<file path="src/epfm_pkg.sv">
package epfm_pkg;

  localparam int LEN_W   = 7;
  localparam int PIDX_W  = 6;
  localparam int BYTE_W  = 8;
  localparam int MIDX_W  = 32;

  // request kinds carried in tuser
  localparam logic REQ_PATTERN = 1'b0;
  localparam logic REQ_TEXT    = 1'b1;

  typedef struct packed {
    logic              req_type;
    logic [PIDX_W-1:0] pattern_index;
    logic [BYTE_W-1:0] data_byte;
    logic              last_item;
  } epfm_item_t;

  typedef struct packed {
    logic              found;
    logic [MIDX_W-1:0] match_index;
  } epfm_result_t;

endpackage

</file>
<file path="src/epfm_store.sv">
module epfm_store #(
  parameter int MAX_PATTERN_LEN = 64
) (
  input  logic                                clk,
  input  logic                                wr_en,
  input  logic [epfm_pkg::PIDX_W-1:0]         wr_idx,
  input  logic [epfm_pkg::BYTE_W-1:0]         wr_data,
  input  logic [epfm_pkg::BYTE_W-1:0]         cmp_byte,
  output logic [MAX_PATTERN_LEN-1:0]          eq
);
  import epfm_pkg::*;

  logic [BYTE_W-1:0] store_r [MAX_PATTERN_LEN];

  // one register per pattern position, each compared against the text byte
  always_ff @(posedge clk) begin
    for (int i = 0; i < MAX_PATTERN_LEN; i++) begin
      if (wr_en && (wr_idx == PIDX_W'(i))) begin
        store_r[i] <= wr_data;
      end
    end
  end

  for (genvar g = 0; g < MAX_PATTERN_LEN; g++) begin : g_entry
    assign eq[g] = (store_r[g] == cmp_byte);
  end

endmodule

</file>
<file path="src/epfm_match.sv">
module epfm_match #(
  parameter int MAX_PATTERN_LEN = 64,
  parameter int TEXT_INDEX_BITS = 32
) (
  input  logic                         clk,
  input  logic                         rst_n,
  input  logic                         text_en,
  input  logic                         last_item,
  input  logic [MAX_PATTERN_LEN-1:0]   eq,
  input  logic [epfm_pkg::LEN_W-1:0]   pattern_len,
  output logic                         res_valid,
  output epfm_pkg::epfm_result_t       res
);
  import epfm_pkg::*;

  localparam int SUB_W = (TEXT_INDEX_BITS > MIDX_W) ? TEXT_INDEX_BITS : MIDX_W;
  localparam logic [LEN_W-1:0] MAX_LEN = LEN_W'(MAX_PATTERN_LEN);

  logic [MAX_PATTERN_LEN-1:0] pm_r, pm_nxt;
  logic [TEXT_INDEX_BITS-1:0] pos_r, pos_nxt;
  logic                       reported_r, reported_nxt;

  logic [LEN_W-1:0]           len_eff, len_m1;
  logic [MAX_PATTERN_LEN-1:0] len_mask, top_sel, pm_upd;
  logic [MAX_PATTERN_LEN:0]   pm_shift;
  logic                       hit, pos_sat;
  logic [SUB_W-1:0]           start_idx;

  always_comb begin
    priority if (pattern_len == '0) begin
      len_eff = LEN_W'(1);
    end else if (pattern_len > MAX_LEN) begin
      len_eff = MAX_LEN;
    end else begin
      len_eff = pattern_len;
    end
    len_m1 = len_eff - LEN_W'(1);
    for (int i = 0; i < MAX_PATTERN_LEN; i++) begin
      len_mask[i] = (LEN_W'(i) < len_eff);
      top_sel[i]  = (LEN_W'(i) == len_m1);
    end
  end

  assign pm_shift  = {pm_r, 1'b1};
  assign pm_upd    = pm_shift[MAX_PATTERN_LEN-1:0] & eq & len_mask;
  assign pos_sat   = &pos_r;
  assign hit       = |(pm_upd & top_sel);
  assign start_idx = SUB_W'(pos_r) - SUB_W'(len_m1);

  always_comb begin
    pm_nxt          = pm_r;
    pos_nxt         = pos_r;
    reported_nxt    = reported_r;
    res_valid       = 1'b0;
    res.found       = 1'b0;
    res.match_index = '0;
    if (text_en) begin
      if (!reported_r) begin
        pm_nxt = pm_upd;
        if (hit && !pos_sat) begin
          reported_nxt    = 1'b1;
          res_valid       = 1'b1;
          res.found       = 1'b1;
          res.match_index = start_idx[MIDX_W-1:0];
        end else if (last_item) begin
          res_valid = 1'b1;
        end
      end
      if (!pos_sat) begin
        pos_nxt = pos_r + TEXT_INDEX_BITS'(1);
      end
      // the last byte always ends the search
      if (last_item) begin
        pm_nxt       = '0;
        pos_nxt      = '0;
        reported_nxt = 1'b0;
      end
    end
  end

  always_ff @(posedge clk) begin
    if (!rst_n) begin
      pm_r       <= '0;
      pos_r      <= '0;
      reported_r <= 1'b0;
    end else begin
      pm_r       <= pm_nxt;
      pos_r      <= pos_nxt;
      reported_r <= reported_nxt;
    end
  end

endmodule

</file>
<file path="src/exact_pattern_first_match.sv">
// result path: an accepted item goes through the input register, then its result
// through the result register, to out_tdata/out_tuser
// throughput: one item per cycle while out_tready is high; a result waiting on
// out_tready holds the next item in the input register
// reset (rst_n, synchronous): clears search state and pattern length to 1;
// the pattern store is not cleared and must be written before use
module exact_pattern_first_match #(
  parameter int MAX_PATTERN_LEN = 64,
  parameter int TEXT_INDEX_BITS = 32
) (
  input  logic                        clk,
  input  logic                        rst_n,
  input  logic                        cfg_valid,
  output logic                        cfg_ready,
  input  logic [epfm_pkg::LEN_W-1:0]  cfg_data,     // pattern_len
  input  logic                        in_tvalid,
  output logic                        in_tready,
  input  logic [15:0]                 in_tdata,     // pattern_index[5:0], data_byte[13:6]
  input  logic                        in_tuser,     // req_type
  input  logic                        in_tlast,
  output logic                        out_tvalid,
  input  logic                        out_tready,
  output logic [31:0]                 out_tdata,    // match_index[31:0]
  output logic                        out_tuser     // found
);
  import epfm_pkg::*;

  logic [LEN_W-1:0]           pattern_len_r;
  logic                       s_valid_r;
  epfm_item_t                 s_item_r;
  logic                       out_valid_r;
  epfm_result_t               out_res_r;
  logic                       adv, text_en, res_valid;
  logic [MAX_PATTERN_LEN-1:0] eq;
  epfm_result_t               res;

  assign cfg_ready = 1'b1;

  always_ff @(posedge clk) begin
    if (!rst_n) begin
      pattern_len_r <= LEN_W'(1);
    end else if (cfg_valid) begin
      pattern_len_r <= cfg_data;
    end
  end

  assign adv       = s_valid_r && (!out_valid_r || out_tready);
  assign in_tready = !s_valid_r || adv;
  assign text_en   = adv && (s_item_r.req_type == REQ_TEXT);

  always_ff @(posedge clk) begin
    if (!rst_n) begin
      s_valid_r <= 1'b0;
    end else if (in_tready) begin
      s_valid_r <= in_tvalid;
    end
  end

  always_ff @(posedge clk) begin
    if (in_tready && in_tvalid) begin
      s_item_r.req_type      <= in_tuser;
      s_item_r.pattern_index <= in_tdata[PIDX_W-1:0];
      s_item_r.data_byte     <= in_tdata[PIDX_W+BYTE_W-1:PIDX_W];
      s_item_r.last_item     <= in_tlast;
    end
  end

  epfm_store #(
    .MAX_PATTERN_LEN(MAX_PATTERN_LEN)
  ) u_store (
    .clk      (clk),
    .wr_en    (adv && (s_item_r.req_type == REQ_PATTERN)),
    .wr_idx   (s_item_r.pattern_index),
    .wr_data  (s_item_r.data_byte),
    .cmp_byte (s_item_r.data_byte),
    .eq       (eq)
  );

  epfm_match #(
    .MAX_PATTERN_LEN(MAX_PATTERN_LEN),
    .TEXT_INDEX_BITS(TEXT_INDEX_BITS)
  ) u_match (
    .clk         (clk),
    .rst_n       (rst_n),
    .text_en     (text_en),
    .last_item   (s_item_r.last_item),
    .eq          (eq),
    .pattern_len (pattern_len_r),
    .res_valid   (res_valid),
    .res         (res)
  );

  always_ff @(posedge clk) begin
    if (!rst_n) begin
      out_valid_r <= 1'b0;
    end else begin
      if (out_tready) begin
        out_valid_r <= 1'b0;
      end
      if (res_valid) begin
        out_valid_r <= 1'b1;
      end
    end
  end

  always_ff @(posedge clk) begin
    if (res_valid) begin
      out_res_r <= res;
    end
  end

  assign out_tvalid = out_valid_r;
  assign out_tdata  = out_res_r.match_index;
  assign out_tuser  = out_res_r.found;

endmodule
</file>
<file path="config.mk">
export PLATFORM = sky130hd
export DESIGN_NAME = exact_pattern_first_match
export DESIGN_NICKNAME = d
export VERILOG_FILES = /design/src/epfm_pkg.sv /design/src/epfm_store.sv /design/src/epfm_match.sv /design/src/exact_pattern_first_match.sv
export SDC_FILE = /design/constraint.sdc
export NUM_CORES = 1
export LEC_CHECK = 0
export ABC_AREA = 1
export BUFFER_PORTS_ARGS = -buffer_cell sky130_fd_sc_hd__buf_2
export CAP_MARGIN = 30
export CELL_PAD_IN_SITES_DETAIL_PLACEMENT = 0
export CELL_PAD_IN_SITES_GLOBAL_PLACEMENT = 1
export CORE_ASPECT_RATIO = 1.25
export CORE_MARGIN = 2
export CORE_UTILIZATION = 50
export DETAILED_ROUTE_END_ITERATION = 6
export PLACE_DENSITY = 0.85
export SLEW_MARGIN = 20
export SYNTH_ARGS = -nofsm -noshare
export SYNTH_HDL_FRONTEND = slang
export SYNTH_SLANG_ARGS = --single-unit
</file>
<file path="constraint.sdc">
create_clock -name clk -period 13.21 [get_ports clk]
set_input_delay 2.642 -clock clk [delete_from_list [all_inputs] [get_ports clk]]
set_output_delay 2.642 -clock clk [all_outputs]
set_load 0.02 [all_outputs]
</file>
### Word level (Yosys, flattened, before mapping)

Memories as Yosys holds them, arrays and structs flattened.
Cells that the tools add are included.

| storage, ports and cells | value |
|---|---|
| register bits | 154 |
| RAM bits | 512 |
| input port bits | 30 |
| output and inout bits | 36 |
| word-level logic and storage cells | 759 |
| memories kept | 1 |

Memories:

| name | words | bits a word | read ports | clocked after Yosys merged registers in | write ports | line | text |
|---|---|---|---|---|---|---|---|
| u_store.store_r | 64 | 8 | 64 | 0 | 1 | epfm_store.sv:13 | `logic [BYTE_W-1:0] store_r [MAX_PATTERN_LEN];` |

| cells by class | value |
|---|---|
| $add $sub $neg | 3 |
| magnitude comparators | 65 |
| eq/ne operators | 192 |
| mux-type cells | 333 |
| bitwise gates (word level) | 6 |
| reductions and logical operators | 147 |

Operator list:

| kind | count |
|---|---|
| $eq A8 B8 Y1 | 64 |
| $mux W8 | 63 |
| $reduce_or A8 Y1 | 63 |
| $mux W6 | 63 |
| $eq A6 B7 Y1 const A | 32 |
| $lt A6 B7 Y1 const A | 32 |
| $mux W1 | 200 |
| $and A64 B64 Y64 | 3 |
| $eq A6 B6 Y1 const B | 32 |
| $mux W63 | 2 |
| $eq A5 B7 Y1 const A | 16 |
| $lt A5 B7 Y1 const A | 16 |
| $eq A6 B5 Y1 const B | 16 |
| $logic_and A1 B1 Y1 | 69 |
| $mux W32 | 2 |
| $reduce_or A64 Y1 | 1 |
| $eq A4 B7 Y1 const A | 8 |
| $lt A4 B7 Y1 const A | 8 |
| $eq A6 B4 Y1 const B | 8 |
| $mux W33 | 1 |
| $add A32 B1 Y32 const B | 1 |
| $reduce_and A32 Y1 | 1 |
| $sub A32 B7 Y32 | 1 |
| $eq A3 B7 Y1 const A | 4 |
| other kinds (21) | 40 |

### Longest topological paths before layout

Gate-level depths: netlist of run 1.

| depth | value |
|---|---|
| word-level depth | 71 |
| depth in mapped cells | 25 |
| gate-level depth less buffers | 23 |

### By module

A second synthesis of run 1 with hierarchy kept.

| unflattened totals | value |
|---|---|
| cell total of the unflattened synthesis | 4,455 |
| area total of the unflattened synthesis | 34,571.9 um2 |

Modules (own cells, without submodules):

| module | times used | cells each | area an instance (um2) | sequential area each (um2) |
|---|---|---|---|---|
| epfm_store | 1 | 3,224 | 25,886.1 | 15,374.7 |
| epfm_match | 1 | 1,135 | 6,875.3 | 1,921.8 |
| exact_pattern_first_match | 1 | 96 | 1,810.5 | 1,651.6 |

### Worst setup path after synthesis of run 1

Ideal clock, no wire load.

| timing | value |
|---|---|
| path type | in2out |
| start point | input out_tready |
| end point | output in_tready |
| data arrival time | 2.895 ns |
| data required time | 10.568 ns |
| path slack | 7.673 ns |
| cell stages on the path | 2 |
| path buffers | 0 |
| cell sequence | inv_1 > nand3_1 |

| on the way | value |
|---|---|
| word-level cells in the longest chain between the ends | 3 |

Ends and longest elaborated chain:

| element | line | text |
|---|---|---|
| from (decl) | exact_pattern_first_match.sv:22 | `input logic out_tready,` |
| $logic_or A1 B1 Y1 | exact_pattern_first_match.sv:47 | `assign adv = s_valid_r && (!out_valid_r \|\| out_tready);` |
| $logic_and A1 B1 Y1 | exact_pattern_first_match.sv:47 |  |
| $logic_or A1 B1 Y1 | exact_pattern_first_match.sv:48 | `assign in_tready = !s_valid_r \|\| adv;` |
| to (decl) | exact_pattern_first_match.sv:17 | `output logic in_tready,` |

No other way between the ends.

### Worst setup path after layout of run 1

Same ends and word-level chain as after synthesis.

==> run_results.csv, run 1 <==
group,metric,value,unit
timing,timing.final.crit_share,43.3,%
synthesis,synth-seq-cells,666,
drt,vias,23600,
pwr,p_per_area,132,nW/um2
grt,grt_first_pass_wirelength,137,mm
worst_setup_path,regToRegStartpoint,"s_item_r[6]$_DFFE_PP_",
cts,cts-htree-levels,3,
place,placed_area,32500,um2
synthesis,yosys.area_share.simple,21.8,%
synthesis,mappedNetlistNets,3278,
synthesis,ys_dominant_reg_cell,"edfxtp_1",
grt,grt_max_degree,72,
timing,final.min_clock_period,5.72,ns
pwr,vdd_ir_drop_max,94.8,uV
drt,drt_pass1_iterations,5,
place,place_hpwl,58.5,mm
synthesis,synthDistinctLibCells,55,
run,cap_viol_max_count,0,
grt,grtUsageTotal,28.0,%
drt,remaining_drc_errors,0,
floorplanning,core,62000,um2
timing,max_fclk,0.175,GHz
synthesis,synthesis.area_per_instance,9.71,um2
hold_path,holdCritPathClass,"reg2reg",
floorplanning,initial_util,50.7,%
cts,cts-hold-fix-buffers,0,
worst_setup_path,cp-start-kind,"input pin",
cts,clk_path_buf_depth,3,
timing,fin_worst_skew,0.0240,ns
floorplanning,io_pins,66,
layout,postLayoutCellArea,34700,um2
floorplanning,die_area,64900,um2
timing,timing.final.setup_violations,0,
outcome,run_status,"complete, no violations",
worst_setup_path,timing.critical_path.to_type,"output port",
timing,max_slew.worst_pin.slew,0.985,ns
cts,clk_pin_slew_worst_paths,0.06,ns
worst_setup_path,worstPathMaxFanout,3,
timing,rsz0062_at_grt,"false",
floorplanning,floorplan.die.height,284,um
timing,slew_violations,0,
drt,route.final.wire_length,91.6,mm
timing,maxSlewHeadroom,34.2,%
synthesis,yosys.area_share.xor_xnor,5.18,%
worst_setup_path,timing.reg2reg.worst_path_depth,20,
place,port_buffers,62,
cts,cts_inserted_buffers,71,
layout,antenna_cells_inserted,0,
worst_setup_path,critical_path.startpoint,"out_tready",
layout,syn2layout_area_growth,10.6,%
cts,cts_repair_resize_count,0,
synthesis,synth_mux_area_share,0,%
synthesis,complex_gate_fraction_of_the_synthesized_area,7.49,%
worst_setup_path,critical_path_class,"in2out",
drt,ant_nets,0,
worst_setup_path,arrival,3.08,ns
synthesis,synth_fa_ha_area_share,0.462,%
layout,layout.cells.most_common_list,"727 x nand2_1, 561 x edfxtp_1, 464 x nor2_1",
synthesis,synth_sequential_area_ratio,60.3,%
floorplanning,die_w,228,um
grt,number_of_antenna_violations_at_the_first_check_in_global_routing,0,
synthesis,synth_area,31400,um2
cts,clock_insertion_delay_worst_skew,0.63,ns
floorplanning,total_number_of_placement_rows,102,
cts,cts_tree,"built",
timing,hold_viol_final,0,
pwr,cellLeakagePower,12.7,nW
drt,post_drt_wl_per_cell,22.0,um
synthesis,dominant_combinational_cell_family_by_area_after_synthesis,"simple AND/OR/NAND/NOR gates",
worst_setup_path,data_required_time_of_the_critical_path,10.57,ns
synthesis,synth_async_sr_flop_share,0,%
synthesis,edff_count_synth,561,
cts,clock_sink_count,666,
layout,finalNetCount,3308,
cts,post-cts-setup-buffer-count,0,
cts,master_cell_of_the_clock_root_buffer,"clkbuf_16",
timing,fin_tns_setup,0,ns
drt,detail_route.vias_per_cell,5.67,
hold_path,worstHoldStart,"u_match.reported_r$_SDFFE_PN0P_",
synthesis,postSynthCellCount,3237,
drt,drt_iter0_drc,2342,
synthesis,yosysWarningCount,0,
grt,globalRouteOverflowTotal,0,
layout,post_route_cells_drive_above_1_share,9.12,%
hold_path,min_delay_path_depth,2,
grt,grt_pass1_vias,23000,
layout,leading_cell_type_in_the_layout_fill_and_taps_excluded,"nand2_1",
place,gp_weighted_congestion,0.935,
-- cell usage after synthesis (4+ instances only) --
cell type / instances / share of area, %
a21oi_1: 126 / 2.0
nand2_2: 5 / 0.10
nand4_1: 77 / 1.5
nor4_1: 8 / 0.16
nor2_1: 465 / 5.6
ha_1: 10 / 0.40
o2111ai_1: 8 / 0.22
nor2_2: 5 / 0.10
o21ai_1: 6 / 0.096
inv_2: 16 / 0.19
or2_2: 31 / 0.62
nor3b_1: 12 / 0.29
o21ai_0: 208 / 3.3
dfxtp_1: 105 / 6.7
clkbuf_1: 74 / 0.88
nand3b_1: 9 / 0.22
nor2_8: 5 / 0.32
nor3_1: 64 / 1.0
o21a_1: 6 / 0.14
nand3_2: 5 / 0.16
inv_1: 210 / 2.5
o22ai_1: 23 / 0.46
buf_2: 58 / 0.92
o21bai_1: 4 / 0.096
xnor2_1: 93 / 2.6
o211ai_1: 16 / 0.38
nand2_1: 727 / 8.7
nand2_4: 4 / 0.14
a21boi_0: 7 / 0.17
edfxtp_1: 561 / 54
nand3_1: 145 / 2.3
xor2_1: 93 / 2.6
buf_1: 5 / 0.060
-- power by group --
group | switching, mW | internal (mW) | total, mW
sequential | 0.00924 | 2.28 | 2.29
combinational | 0.249 | 0.0780 | 0.327
clock | 0.829 | 1.13 | 1.95
total | 1.09 | 3.49 | 4.57
-- worst paths after layout --
check,endpoint,slack [ns]
worst max-delay path,in_tready,7.49
worst min-delay path,u_match.reported_r$_SDFFE_PN0P_,0.46
worst max register to register,out_tdata[18]$_SDFFCE_PP0P_,7.87
worst min register to register,u_match.reported_r$_SDFFE_PN0P_,0.46
-- cell families (layout without fill, tap and decap cells) --
| family | count (synthesis) | after routing |
|---|---|---|
| AND/OR/NAND/NOR | 1575 | 1575 |
| buffers and inverters | 371 | 458 |
| adder cells (fa/ha/maj) | 11 | 11 |
| other | 1 | 1 |
| flip-flops | 666 | 666 |
| XOR/XNOR | 186 | 186 |
| AO/OA/AOI/OAI | 427 | 427 |
-- flip-flops by register name, indices dropped and copies added, names as in the netlist --
signal	flops
u_match.reported_r	1
out_tvalid	1
u_match.pos_r	32
out_tuser	1
pattern_len_r	7
s_item_r	16
s_valid_r	1
u_store.store_r	512
u_match.pm_r	63
out_tdata	32
-- worst max-delay path: stages --
cell and delay (ns):
buf_2 0.10, inv_1 0.05, nand3_1 0.10, buf_2 0.18
-- cell type report --
class	instances	area [um2]
clock buffers	93	1990
fillers	5339	27300
multi-input cells	2200	11000
flip-flops and latches	666	18900
inverters	228	866
well taps	832	1040
clock inverters	37	290
repair buffers	100	628
-- through the flow --
step	utilization (%)	std cells	worst slack [ns]	total power, mW	hold WS (ns)
floorplan	-	3237	7.67	2.54	0.430
global placement	52.3	4025	7.50	2.65	0.437
detailed placement	52.3	4026	7.49	2.66	0.451
CTS	56.0	4156	7.49	4.60	0.461
global route	56.0	4156	7.44	4.71	0.481
finish	56.0	4156	7.49	4.57	0.461
-- layer usage --
layer  track usage, %  wire length [um]  vias up
li1                 -                 -    11000
met1             33.9             35300    11400
met2             48.5             45500      913
met3             3.80              6030      211
met4             15.3              4780        0
met5                0                 0        -
Note: power is estimated with default switching activity, not from simulation.
==> run 2: changes to the inputs <==
- clock period: 13.21 -> 5.7 ns (I/O delays scaled with it)
==> run 2 against run 1 <==
Against the previous run:
- flip-flop and latch count unchanged
- largest power group unchanged
- first-iteration DRC count decreased by 8.6%
- clock power is 140% higher
==> run_results.csv, run 2 (synthesized netlist as in run 1, its figures left out) <==
group,metric,value,unit
drt,post_drt_wl_per_cell,22.4,um
floorplanning,io_pins,66,
layout,finalNetCount,3307,
timing,fin_tns_setup,0,ns
worst_setup_path,data_required_time_of_the_critical_path,6.07,ns
worst_setup_path,critical_path_class,"reg2reg",
pwr,cellLeakagePower,12.7,nW
cts,clock_sink_count,666,
drt,dr_wl_met2,45.9,mm
layout,post_route_cells_drive_above_1_share,8.83,%
worst_setup_path,timing.critical_path.to_type,"register",
layout,top_register,"u_store.store_r",
layout,largest_register_ff_count,512,
cts,master_cell_of_the_clock_root_buffer,"clkbuf_16",
grt,number_of_antenna_violations_at_the_first_check_in_global_routing,0,
outcome,run_status,"complete, no violations",
pwr,p_per_area,306,nW/um2
layout,layout.filler_cells,5412,
run,cap_viol_max_count,0,
floorplanning,die_w,228,um
place,gp_weighted_congestion,0.939,
worst_setup_path,arrival,4.86,ns
timing,rsz0062_at_grt,"false",
drt,detail_route.vias_per_cell,5.72,
grt,grtUsageTotal,28.6,%
drt,remaining_drc_errors,0,
layout,antenna_cells_inserted,0,
timing,timing.final.setup_violations,0,
cts,clk_pin_slew_worst_paths,0.06,ns
place,port_buffers,62,
layout,layout.cells.most_common_list,"727 x nand2_1, 561 x edfxtp_1, 464 x nor2_1",
cts,cts_tree,"built",
drt,drt_iter0_drc,2140,
drt,vias,23700,
drt,wl_met3,5.95,mm
grt,grt_first_pass_wirelength,140,mm
floorplanning,core,62000,um2
drt,met1Wirelength,37.0,mm
timing,fin_worst_skew,0.0283,ns
timing,max_fclk,0.222,GHz
timing,hold_worst_slack,0.458,ns
worst_setup_path,timing.reg2reg.setup_slack,1.20,ns
grt,globalRouteOverflowTotal,0,
layout,leading_cell_type_in_the_layout_fill_and_taps_excluded,"nand2_1",
timing,final.min_clock_period,4.50,ns
cts,clock_insertion_delay_worst_skew,0.62,ns
timing,max_slew.worst_pin.slew,0.956,ns
grt,grt_pass1_vias,23400,
worst_setup_path,cp-start-kind,"register",
hold_path,holdCritPathClass,"reg2reg",
layout,fin_util,56.4,%
cts,post-cts-setup-buffer-count,0,
drt,drt_pass1_iterations,6,
timing,slew_violations,0,
cts,cts_inserted_buffers,67,
grt,grt_max_degree,113,
place,place_hpwl,58.8,mm
cts,cts_repair_resize_count,0,
layout,largest_registers,"u_store.store_r (512), u_match.pm_r (63)",
floorplanning,total_number_of_placement_rows,102,
floorplanning,floorplan.die.height,284,um
drt,dr.max_layer_used,"met4",
drt,route.final.wire_length,92.9,mm
timing,maxSlewHeadroom,36.3,%
pwr,total_power,10.7,mW
floorplanning,initial_util,50.7,%
timing,timing.final.crit_share,78.9,%
worst_setup_path,worstPathMaxFanout,12,
cts,clk_path_buf_depth,3,
timing,hold_viol_final,0,
cts,cts-htree-levels,3,
drt,ant_nets,0,
layout,syn2layout_area_growth,11.3,%
pwr,vdd_ir_drop_max,227,uV
cts,cts-hold-fix-buffers,0,
floorplanning,die_area,64900,um2
[run 2: cell types whose count changed in the layout (fill, tap and decap cells not counted), moves of 3 or more]
cell / before / now
buf_12: 1 / 15
clkinv_2: 20 / 7
buf_4: 36 / 24
bufinv_16: 3 / 10
clkbuf_1: 10 / 17
clkbuf_8: 11 / 4
clkbuf_16: 72 / 69
[run 2: final cells by class]
type / count / area, um2 / share of cell area [%]
Sequential cell: 666 / 18900 / 54.2
Multi-Input combinational cell: 2200 / 11000 / 31.4
Clock buffer: 90 / 1850 / 5.28
Tap cell: 832 / 1040 / 2.98
Inverter: 228 / 867 / 2.48
Timing Repair Buffer: 103 / 833 / 2.38
Clock inverter: 31 / 454 / 1.30
[run 2: worst max-delay path, cell delays in order, from the launching register on]
cell and delay, ns:
dfxtp_1 0.60, nor2_2 0.10, nand3_2 0.13, nor2_4 0.06, nor2_8 0.27, ha_1 0.55
inv_1 0.20, nor2_1 0.21, nand2_1 0.06, o21ai_0 0.09, inv_1 0.12, ha_1 0.32
inv_1 0.16, o21ai_0 0.20, nor4_2 0.23, nand3_1 0.31, nor2_1 0.36, nand2_1 0.11
nor2_1 0.11, nor2_1 0.06
[run 2: metrics by stage]
| stage | cell area [um2] | worst slack (ns) | std cells |
|---|---|---|---|
| floorplan | 31400 | 1.49 | 3237 |
| finish | 35000 | 1.20 | 4150 |
| global placement | 32600 | 1.35 | 4027 |
| detailed placement | 32600 | 1.33 | 4027 |
| global route | 35000 | 0.793 | 4150 |
| CTS | 34900 | 1.31 | 4148 |
[run 2: layer usage]
layer	global-route usage, %	vias to the layer above
li1	-	11000
met1	35.9	11500
met2	49.4	979
met3	3.56	197
met4	13.4	0
met5	0	-
[run 2: power by group]
group	switching [mW]	leakage [nW]	internal [mW]	total, mW
clock network	1.87	1.10	2.75	4.62
logic	0.579	5.73	0.195	0.775
registers	0.0215	5.90	5.29	5.31
total	2.47	12.7	8.23	10.7
[run 2: final timing paths]
check / start / to / depth (start not counted)
worst min-delay path: u_match.reported_r$_SDFFE_PN0P_ / u_match.reported_r$_SDFFE_PN0P_ / 2
worst min register to register: u_match.reported_r$_SDFFE_PN0P_ / u_match.reported_r$_SDFFE_PN0P_ / 2
worst max register to register: pattern_len_r[2]$_SDFFE_PN0P_ / out_tdata[25]$_SDFFCE_PP0P_ / 19
worst max-delay path: pattern_len_r[2]$_SDFFE_PN0P_ / out_tdata[25]$_SDFFCE_PP0P_ / 19
